[src/design/speed_fault_supervisor_macros.svh]
// Assertion macros for the speed fault supervisor.
// Used by the top level; expects clk and rst_n in scope.
`ifndef SPEED_FAULT_SUPERVISOR_MACROS_SVH
`define SPEED_FAULT_SUPERVISOR_MACROS_SVH

// same-cycle implication, disabled in reset
`define SFS_ASSERT_IMP(label, ante, cons, msg) \
  label: assert property (@(posedge clk) disable iff (!rst_n) (ante) |-> (cons)) \
    else $error(msg);

// next-cycle implication, disabled in reset
`define SFS_ASSERT_NXT(label, ante, cons, msg) \
  label: assert property (@(posedge clk) disable iff (!rst_n) (ante) |=> (cons)) \
    else $error(msg);

`endif

[src/design/sfs_pkg.sv]
// Types and constants for the speed fault supervisor.
// No dependencies; used by every module of the block.
package sfs_pkg;

  localparam int SPEED_BITS    = 20;
  localparam int TGT_BITS      = SPEED_BITS - 1;
  localparam int INH_BITS      = 8;
  localparam int RUN_BITS      = 8;
  localparam int REC_BITS      = 10;
  localparam int RETRY_BITS    = 4;
  localparam int CFG_IDX_BITS  = 3;
  localparam int CFG_DATA_BITS = TGT_BITS;

  localparam logic [RUN_BITS-1:0]   RUN_MAX             = {RUN_BITS{1'b1}};
  localparam logic [INH_BITS-1:0]   RST_INHIBIT_TICKS   = INH_BITS'(20);
  localparam logic [TGT_BITS-1:0]   RST_ERROR_THRESHOLD = TGT_BITS'(480);
  localparam logic [TGT_BITS-1:0]   RST_MIN_TARGET      = TGT_BITS'(800);
  localparam logic [RUN_BITS-1:0]   RST_FAULT_TICKS     = RUN_BITS'(10);
  localparam logic [REC_BITS-1:0]   RST_RECOVERY_WAIT   = REC_BITS'(30);
  localparam logic [RETRY_BITS-1:0] RST_MAX_RETRIES     = RETRY_BITS'(3);

  typedef enum logic [1:0] {
    MODE_NORMAL = 2'd0,
    MODE_SPEED  = 2'd1,
    MODE_LOCKED = 2'd2
  } mode_t;

  typedef enum logic [1:0] {
    CLR_NONE    = 2'd0,
    CLR_CLEARED = 2'd1,
    CLR_IGNORED = 2'd2
  } clr_res_t;

  typedef enum logic [1:0] {
    EVT_NONE   = 2'd0,
    EVT_RAISED = 2'd1,
    EVT_RETRY  = 2'd2,
    EVT_LOCKED = 2'd3
  } evt_t;

  typedef enum logic [CFG_IDX_BITS-1:0] {
    CFG_INHIBIT_TICKS   = 3'd0,
    CFG_ERROR_THRESHOLD = 3'd1,
    CFG_MIN_TARGET      = 3'd2,
    CFG_FAULT_TICKS     = 3'd3,
    CFG_RECOVERY_WAIT   = 3'd4,
    CFG_MAX_RETRIES     = 3'd5
  } cfg_idx_t;

  typedef struct packed {
    logic [TGT_BITS-1:0]          target_speed;
    logic signed [SPEED_BITS-1:0] measured_speed;
    logic                         clear_request;
  } in_t;

  typedef struct packed {
    logic [1:0]            fault_mode;
    logic                  drive_off;
    logic                  restart_pulse;
    logic [1:0]            clear_result;
    logic [1:0]            fault_event;
    logic [RETRY_BITS-1:0] retry_number;
  } out_t;

  typedef struct packed {
    logic [INH_BITS-1:0]   inhibit_ticks;
    logic [TGT_BITS-1:0]   error_threshold;
    logic [TGT_BITS-1:0]   min_target;
    logic [RUN_BITS-1:0]   fault_ticks;
    logic [REC_BITS-1:0]   recovery_wait;
    logic [RETRY_BITS-1:0] max_retries;
  } cfg_t;

endpackage

[src/design/sfs_cfg.sv]
// Configuration register file of the speed fault supervisor.
// Depends on sfs_pkg.
module sfs_cfg (
  input  logic                             clk,
  input  logic                             rst_n,
  input  logic                             cfg_we,
  input  logic [sfs_pkg::CFG_IDX_BITS-1:0]  cfg_index,
  input  logic [sfs_pkg::CFG_DATA_BITS-1:0] cfg_data,
  output sfs_pkg::cfg_t                     cfg
);

  sfs_pkg::cfg_t cfg_r;

  always_ff @(posedge clk) begin
    if (!rst_n) begin
      cfg_r.inhibit_ticks   <= sfs_pkg::RST_INHIBIT_TICKS;
      cfg_r.error_threshold <= sfs_pkg::RST_ERROR_THRESHOLD;
      cfg_r.min_target      <= sfs_pkg::RST_MIN_TARGET;
      cfg_r.fault_ticks     <= sfs_pkg::RST_FAULT_TICKS;
      cfg_r.recovery_wait   <= sfs_pkg::RST_RECOVERY_WAIT;
      cfg_r.max_retries     <= sfs_pkg::RST_MAX_RETRIES;
    end else if (cfg_we) begin
      case (cfg_index)
        sfs_pkg::CFG_INHIBIT_TICKS:
          cfg_r.inhibit_ticks <= cfg_data[sfs_pkg::INH_BITS-1:0];
        sfs_pkg::CFG_ERROR_THRESHOLD:
          cfg_r.error_threshold <= cfg_data[sfs_pkg::TGT_BITS-1:0];
        sfs_pkg::CFG_MIN_TARGET:
          cfg_r.min_target <= cfg_data[sfs_pkg::TGT_BITS-1:0];
        sfs_pkg::CFG_FAULT_TICKS:
          cfg_r.fault_ticks <= cfg_data[sfs_pkg::RUN_BITS-1:0];
        sfs_pkg::CFG_RECOVERY_WAIT:
          cfg_r.recovery_wait <= cfg_data[sfs_pkg::REC_BITS-1:0];
        sfs_pkg::CFG_MAX_RETRIES:
          cfg_r.max_retries <= cfg_data[sfs_pkg::RETRY_BITS-1:0];
        default: ;
      endcase
    end
  end

  assign cfg = cfg_r;

endmodule

[src/design/sfs_step.sv]
// Per-tick supervisor state and next-state logic.
// Depends on sfs_pkg; state advances on each request handed to the result register.
module sfs_step (
  input  logic          clk,
  input  logic          rst_n,
  input  logic          advance,
  input  sfs_pkg::in_t  item,
  input  sfs_pkg::cfg_t cfg,
  output sfs_pkg::out_t result
);

  sfs_pkg::mode_t                    mode_r, mode_nxt;
  logic [sfs_pkg::RUN_BITS-1:0]      bad_r, bad_nxt;
  logic [sfs_pkg::REC_BITS-1:0]      rec_r, rec_nxt;
  logic [sfs_pkg::RETRY_BITS-1:0]    ret_r, ret_nxt;
  logic [sfs_pkg::INH_BITS-1:0]      inh_r, inh_nxt;
  logic [sfs_pkg::TGT_BITS-1:0]      prev_r, prev_nxt;

  logic signed [sfs_pkg::SPEED_BITS:0] shortfall;
  logic signed [sfs_pkg::SPEED_BITS:0] thr_ext;
  logic [sfs_pkg::RUN_BITS-1:0]        bad_inc;
  logic                                drive_off;
  logic                                restart;
  sfs_pkg::clr_res_t                   clr_res;
  sfs_pkg::evt_t                       evt;

  assign shortfall = $signed({2'b00, item.target_speed})
                   - $signed({item.measured_speed[sfs_pkg::SPEED_BITS-1],
                              item.measured_speed});
  assign thr_ext   = $signed({2'b00, cfg.error_threshold});

  always_comb begin
    mode_nxt  = mode_r;
    bad_nxt   = bad_r;
    rec_nxt   = rec_r;
    ret_nxt   = ret_r;
    inh_nxt   = inh_r;
    prev_nxt  = prev_r;
    drive_off = 1'b0;
    restart   = 1'b0;
    clr_res   = sfs_pkg::CLR_NONE;
    evt       = sfs_pkg::EVT_NONE;

    if (item.clear_request) begin
      if (mode_r == sfs_pkg::MODE_LOCKED) begin
        mode_nxt  = sfs_pkg::MODE_NORMAL;
        ret_nxt   = '0;
        bad_nxt   = '0;
        inh_nxt   = cfg.inhibit_ticks;
        restart   = 1'b1;
        drive_off = 1'b1;
        clr_res   = sfs_pkg::CLR_CLEARED;
      end else begin
        clr_res   = sfs_pkg::CLR_IGNORED;
      end
    end

    if (item.target_speed != prev_r) begin
      prev_nxt = item.target_speed;
      inh_nxt  = cfg.inhibit_ticks;
      bad_nxt  = '0;
    end

    bad_inc = (bad_nxt == sfs_pkg::RUN_MAX) ? bad_nxt
            : sfs_pkg::RUN_BITS'(bad_nxt + 1'b1);

    case (mode_nxt)
      sfs_pkg::MODE_NORMAL: begin
        if (inh_nxt != '0) begin
          inh_nxt = inh_nxt - 1'b1;
        end else if (item.target_speed >= cfg.min_target) begin
          if (shortfall > thr_ext) begin
            if (bad_inc >= cfg.fault_ticks) begin
              mode_nxt  = sfs_pkg::MODE_SPEED;
              bad_nxt   = '0;
              rec_nxt   = cfg.recovery_wait;
              drive_off = 1'b1;
              evt       = sfs_pkg::EVT_RAISED;
            end else begin
              bad_nxt   = bad_inc;
            end
          end else begin
            bad_nxt = '0;
          end
        end else begin
          bad_nxt = '0;
        end
      end
      sfs_pkg::MODE_SPEED: begin
        drive_off = 1'b1;
        if (rec_r != '0) begin
          rec_nxt = rec_r - 1'b1;
        end else if (ret_r < cfg.max_retries) begin
          ret_nxt  = ret_r + 1'b1;
          restart  = 1'b1;
          mode_nxt = sfs_pkg::MODE_NORMAL;
          inh_nxt  = cfg.inhibit_ticks;
          evt      = sfs_pkg::EVT_RETRY;
        end else begin
          mode_nxt = sfs_pkg::MODE_LOCKED;
          evt      = sfs_pkg::EVT_LOCKED;
        end
      end
      default: begin
        drive_off = 1'b1;
      end
    endcase

    result.fault_mode    = mode_nxt;
    result.drive_off     = drive_off;
    result.restart_pulse = restart;
    result.clear_result  = clr_res;
    result.fault_event   = evt;
    result.retry_number  = ret_nxt;
  end

  always_ff @(posedge clk) begin
    if (!rst_n) begin
      mode_r <= sfs_pkg::MODE_NORMAL;
      bad_r  <= '0;
      rec_r  <= '0;
      ret_r  <= '0;
      inh_r  <= '0;
      prev_r <= '0;
    end else if (advance) begin
      mode_r <= mode_nxt;
      bad_r  <= bad_nxt;
      rec_r  <= rec_nxt;
      ret_r  <= ret_nxt;
      inh_r  <= inh_nxt;
      prev_r <= prev_nxt;
    end
  end

endmodule

[src/design/speed_fault_supervisor.sv]
// Speed fault supervisor top level: input register, step logic, result register.
// Depends on sfs_pkg, sfs_cfg, sfs_step and speed_fault_supervisor_macros.svh.
//
//   port group | handshake            | payload
//   in_        | in_valid / in_ready  | in_data  (sfs_pkg::in_t)
//   out_       | out_valid / out_ready| out_data (sfs_pkg::out_t)
//   cfg_       | cfg_we               | cfg_index, cfg_data
//
// One request per cycle sustained while out_ready stays high; each request waits in the input
// register, where the step logic evaluates it, and then lands in the result register.
// out_valid rises when a request moves into the result register and stays high until out_ready.
// Synchronous active-low reset restores the register defaults and normal mode.
// A stalled result register holds the input register, which then drops in_ready.
`include "speed_fault_supervisor_macros.svh"

module speed_fault_supervisor (
  input  logic                              clk,
  input  logic                              rst_n,
  input  logic                              in_valid,
  output logic                              in_ready,
  input  sfs_pkg::in_t                      in_data,
  output logic                              out_valid,
  input  logic                              out_ready,
  output sfs_pkg::out_t                     out_data,
  input  logic                              cfg_we,
  input  logic [sfs_pkg::CFG_IDX_BITS-1:0]  cfg_index,
  input  logic [sfs_pkg::CFG_DATA_BITS-1:0] cfg_data
);

  sfs_pkg::cfg_t cfg;
  sfs_pkg::in_t  hold_data_r;
  sfs_pkg::out_t out_data_r;
  sfs_pkg::out_t step_result;
  logic          hold_valid_r, hold_valid_nxt;
  logic          out_valid_r, out_valid_nxt;
  logic          in_fire;
  logic          advance;

  sfs_cfg u_cfg (
    .clk       (clk),
    .rst_n     (rst_n),
    .cfg_we    (cfg_we),
    .cfg_index (cfg_index),
    .cfg_data  (cfg_data),
    .cfg       (cfg)
  );

  sfs_step u_step (
    .clk     (clk),
    .rst_n   (rst_n),
    .advance (advance),
    .item    (hold_data_r),
    .cfg     (cfg),
    .result  (step_result)
  );

  assign advance  = hold_valid_r && (!out_valid_r || out_ready);
  assign in_ready = !hold_valid_r || advance;
  assign in_fire  = in_valid && in_ready;

  always_comb begin
    hold_valid_nxt = hold_valid_r;
    if (in_fire) begin
      hold_valid_nxt = 1'b1;
    end else if (advance) begin
      hold_valid_nxt = 1'b0;
    end
    out_valid_nxt = out_valid_r;
    if (advance) begin
      out_valid_nxt = 1'b1;
    end else if (out_ready) begin
      out_valid_nxt = 1'b0;
    end
  end

  always_ff @(posedge clk) begin
    if (!rst_n) begin
      hold_valid_r <= 1'b0;
      out_valid_r  <= 1'b0;
    end else begin
      hold_valid_r <= hold_valid_nxt;
      out_valid_r  <= out_valid_nxt;
    end
  end

  always_ff @(posedge clk) begin
    if (in_fire) begin
      hold_data_r <= in_data;
    end
    if (advance) begin
      out_data_r <= step_result;
    end
  end

  assign out_valid = out_valid_r;
  assign out_data  = out_data_r;

  `SFS_ASSERT_IMP(a_stall_full, !in_ready,
    hold_valid_r && out_valid_r && !out_ready, "in_ready low without a full pipeline")
  `SFS_ASSERT_IMP(a_locked_drive_off,
    out_valid_r && (out_data_r.fault_mode == sfs_pkg::MODE_LOCKED),
    out_data_r.drive_off, "locked result without drive_off")
  `SFS_ASSERT_NXT(a_raise_to_speed,
    advance && (step_result.fault_event == sfs_pkg::EVT_RAISED),
    out_valid_r && (out_data_r.fault_mode == sfs_pkg::MODE_SPEED),
    "raised fault not reported in speed fault mode")

endmodule
[config.mk]
export PLATFORM = sky130hd
export DESIGN_NAME = speed_fault_supervisor
export DESIGN_NICKNAME = d
export VERILOG_FILES = /design/src/design/sfs_pkg.sv /design/src/design/sfs_cfg.sv /design/src/design/sfs_step.sv /design/src/design/speed_fault_supervisor.sv
export VERILOG_INCLUDE_DIRS = /design/src /design/src/design
export SDC_FILE = /design/constraint.sdc
export NUM_CORES = 1
export LEC_CHECK = 0
export ABC_AREA = 1
export BUFFER_PORTS_ARGS = -buffer_cell sky130_fd_sc_hd__buf_2
export CELL_PAD_IN_SITES_DETAIL_PLACEMENT = 1
export CELL_PAD_IN_SITES_GLOBAL_PLACEMENT = 1
export CORE_MARGIN = 4
export CORE_UTILIZATION = 45
export DETAILED_ROUTE_END_ITERATION = 12
export PLACE_DENSITY = 0.8
export SETUP_SLACK_MARGIN = 0.2
export SLEW_MARGIN = 20
export SYNTH_ARGS = -nofsm -noshare
export SYNTH_HDL_FRONTEND = slang
export SYNTH_SLANG_ARGS = --single-unit
[constraint.sdc]
create_clock -name clk -period 7.83 [get_ports clk]
set_input_delay 1.566 -clock clk [delete_from_list [all_inputs] [get_ports clk]]
set_output_delay 1.566 -clock clk [all_outputs]
set_load 0.02 [all_outputs]
==> flow_metrics.env <==
export IMPL_status="finished, final reports clean"
export IMPL_yosysTopAreaCellShare=0.246
export IMPL_drive_gt1_frac=0.110
export IMPL_postCtsSetupBuffers=0
export IMPL_clkTransAtPathRegs_ns=0.07
export IMPL_relSlewSlack=0.380
export IMPL_area_growth_syn_to_layout_pct=12.7
export IMPL_power_leakage_nw=5.15
export IMPL_period_needed_ns=5.07
export IMPL_cts_resized=0
export IMPL_cp_startpoint="hold_data_r[28]"
export IMPL_fin_area_mm2=0.0111
export IMPL_finalHoldViolCount=0
export IMPL_syn_inst=1313
export IMPL_hpwl_um=21200
export IMPL_endpoint="u_step.rec_r[6]"
export IMPL_rsz0062_at_grt="no"
export IMPL_final_nets=1523
export IMPL_core_area_mm2=0.0213
export IMPL_post_route_drc_count=0
export IMPL_slew_viol_final=0
export IMPL_synth_edf_count=52
export IMPL_power_w=0.00227
export IMPL_fp_dieW_um=156
export IMPL_yosysWarnings=0
export IMPL_design_die_area_mm2=0.0243
export IMPL_antenna_found_initial=0
export IMPL_yosys_top_cells_count="nand2_1 (265), inv_1 (193), o21ai_0 (133), a21oi_1 (131), dfxtp_1 (121)"
export IMPL_finalSetupViolCount=0
export IMPL_cts_hold_buffers=0
export IMPL_ir_worst_vdd_mv=0.132
export IMPL_first_pass_iters=5
export IMPL_syn_area_mm2=0.00985
export IMPL_slowest_stage="edfxtp_1"
export IMPL_drt_vias_per_instance=5.38
export IMPL_cts_tree="done"
export IMPL_synth_area_leaders="dfxtp_1 (25%), edfxtp_1 (16%), nand2_1 (10%)"
export IMPL_htree_levels=4
export IMPL_numCtsBuffers=17
export IMPL_skew_ns=0.0105
export IMPL_grt_pass1_wl_um=46400
export IMPL_path_depth=31
export IMPL_syn_num_nets=1453
export IMPL_portBuffers=80
export IMPL_critPathLaunchType="flip-flop"
export IMPL_p_per_area_mw_per_mm2=204
export IMPL_fmax_ghz=0.197
export IMPL_ys_types=47
export IMPL_clkSinkCount=173
export IMPL_cap_violations=0
export IMPL_yosysTopAreaCell="dfxtp_1"
export IMPL_cp_common_cell="nand2_1"
export IMPL_vias=8983
export IMPL_cpLargestDelayFamily="simple AND/OR/NAND/NOR gates"
export IMPL_worstSetupPathType="flip-flop to flip-flop"
export IMPL_preCtsSetupSlack_ns=2.93
export IMPL_grt_pass1_vias=9213
export IMPL_die_h_um=156
export IMPL_post_synth_cell_area_avg_um2=7.50
export IMPL_reg2regPathDepth=31
export IMPL_yosysMostFrequentCell="nand2_1"
export IMPL_dr_first_iter_drc_count=442
export IMPL_r2r_slack_ns=2.76
export IMPL_yosys_register_bits=173
export IMPL_grt_max_degree=86
export IMPL_io_pins=81
export IMPL_routed_wl_um=28600
export IMPL_final_util=0.522
export IMPL_cp_required_ns=8.19
export IMPL_gp_congestion=0.883
export IMPL_async_reset_ff_frac=0
export IMPL_fp_row_count=53
export IMPL_place_area_mm2=0.0105
export IMPL_path_buf_inv=4
export IMPL_n_antenna_cell=0
export IMPL_drtAntennaViolNets=0
export IMPL_grt_overflow_total=0
export IMPL_critPathArrivalTime_ns=5.42
export IMPL_critPathMaxStageDelay_ns=0.44
export IMPL_ys_seq_area_frac=0.404
export IMPL_worstMarginPinSlew_ns=0.927
export IMPL_fin_setup_tns_ns=0
export IMPL_wl_per_cell_um=17.1
export IMPL_reg2reg_from="hold_data_r[28]"
export IMPL_clockBufferDepth=2
export IMPL_setup_slack_ns=2.76
export IMPL_initial_core_util=0.463
export IMPL_fin_crit_sh=0.647
export IMPL_insertion_delay_ns=0.43
export IMPL_crit_path_max_fanout=13
export IMPL_synthFlopType="dfxtp_1"
export IMPL_clockRootBuffer="clkbuf_16"
export IMPL_endpoint_kind="flip-flop"
export IMPL_grtUsageTotal=0.237
export IMPL_min_path_type="flip-flop to flip-flop"
export IMPL_r2r_end="u_step.rec_r[6]"
[cell usage in the layout, fill, tap and decap left out, types with 14 or more instances in the layout]
cell type and instances:
nand3_1 43, a21oi_1 131, o21ai_0 133, nor3_1 14, inv_1 192, edfxtp_1 52
nor2_1 116, nand4_1 18, dfxtp_1 121, buf_2 80, o211ai_1 15, xnor2_1 16
nand2_1 265, ha_1 72, clkbuf_16 17
[report_power, final]
part | internal (W) | switching, W
Clock | 0.000512 | 0.000392
Combinational | 0.000131 | 0.000239
Sequential | 0.000969 | 0.0000281
Total | 0.00161 | 0.000659
[final cells by class]
| cell class | count | area, um^2 |
|---|---|---|
| Inverter | 199 | 753 |
| Clock buffer | 19 | 433 |
| Clock inverter | 13 | 184 |
| Tap cell | 275 | 344 |
| Multi-Input combinational cell | 904 | 4950 |
| Timing Repair Buffer | 88 | 460 |
| Sequential cell | 173 | 3980 |
| Fill cell | 2739 | 10200 |
[stage by stage]
stage          hold slack [ns]  std cells
2_1_floorplan            0.429       1313
3_3_place_gp             0.441       1639
3_5_place_dp             0.453       1639
4_1_cts                  0.465       1671
5_1_grt                  0.491       1671
6_report                 0.465       1671
[metal layers]
layer / track usage / up-vias / share of wire / routed length, um
li1: - / 4454 / - / -
met1: 0.292 / 4345 / 0.44 / 12700
met2: 0.434 / 150 / 0.51 / 14600
met3: 0.0325 / 34 / 0.029 / 844
met4: 0.0629 / 0 / 0.017 / 492
met5: 0 / - / 0 / 0
[how the worst min path moves through the flow]
stage	endpoint	from	depth (start not counted)	slack [ns]
floorplan	u_cfg.cfg[0]	u_cfg.cfg[0]	2	0.43
global placement	u_cfg.cfg[0]	u_cfg.cfg[0]	2	0.44
detailed placement	u_cfg.cfg[0]	u_cfg.cfg[0]	2	0.45
CTS	u_cfg.cfg[42]	u_cfg.cfg[42]	2	0.47
global route	u_cfg.cfg[38]	u_cfg.cfg[38]	2	0.49
finish	u_cfg.cfg[42]	u_cfg.cfg[42]	2	0.46
[worst min-delay path, cell delays in order, from the launching register on]
cell and delay (ns):
dfxtp_1 0.30, inv_1 0.06, a21oi_1 0.06
[flip-flops by register name, summed over array words and instances (netlist names), 2 cells and up]
signal	count
u_step.mode_r	2
u_step.bad_r	8
u_step.inh_r	8
u_cfg.cfg	68
u_step.rec_r	10
out_data	12
u_step.prev_r	19
u_step.ret_r	4
hold_data_r	40
[kinds of logic (layout without fill, tap and decap cells)]
family                   count (synthesis)  in the layout  share of synthesized area
AO/OA/AOI/OAI                          314            314                      0.170
flip-flops                             173            173                      0.404
buffers and inverters                  236            319                     0.0935
adder cells (fa/ha/maj)                 73             73                     0.0935
AND/OR/NAND/NOR                        489            489                      0.213
XOR/XNOR                                28             28                     0.0249
(Power assumes the default switching activity.)
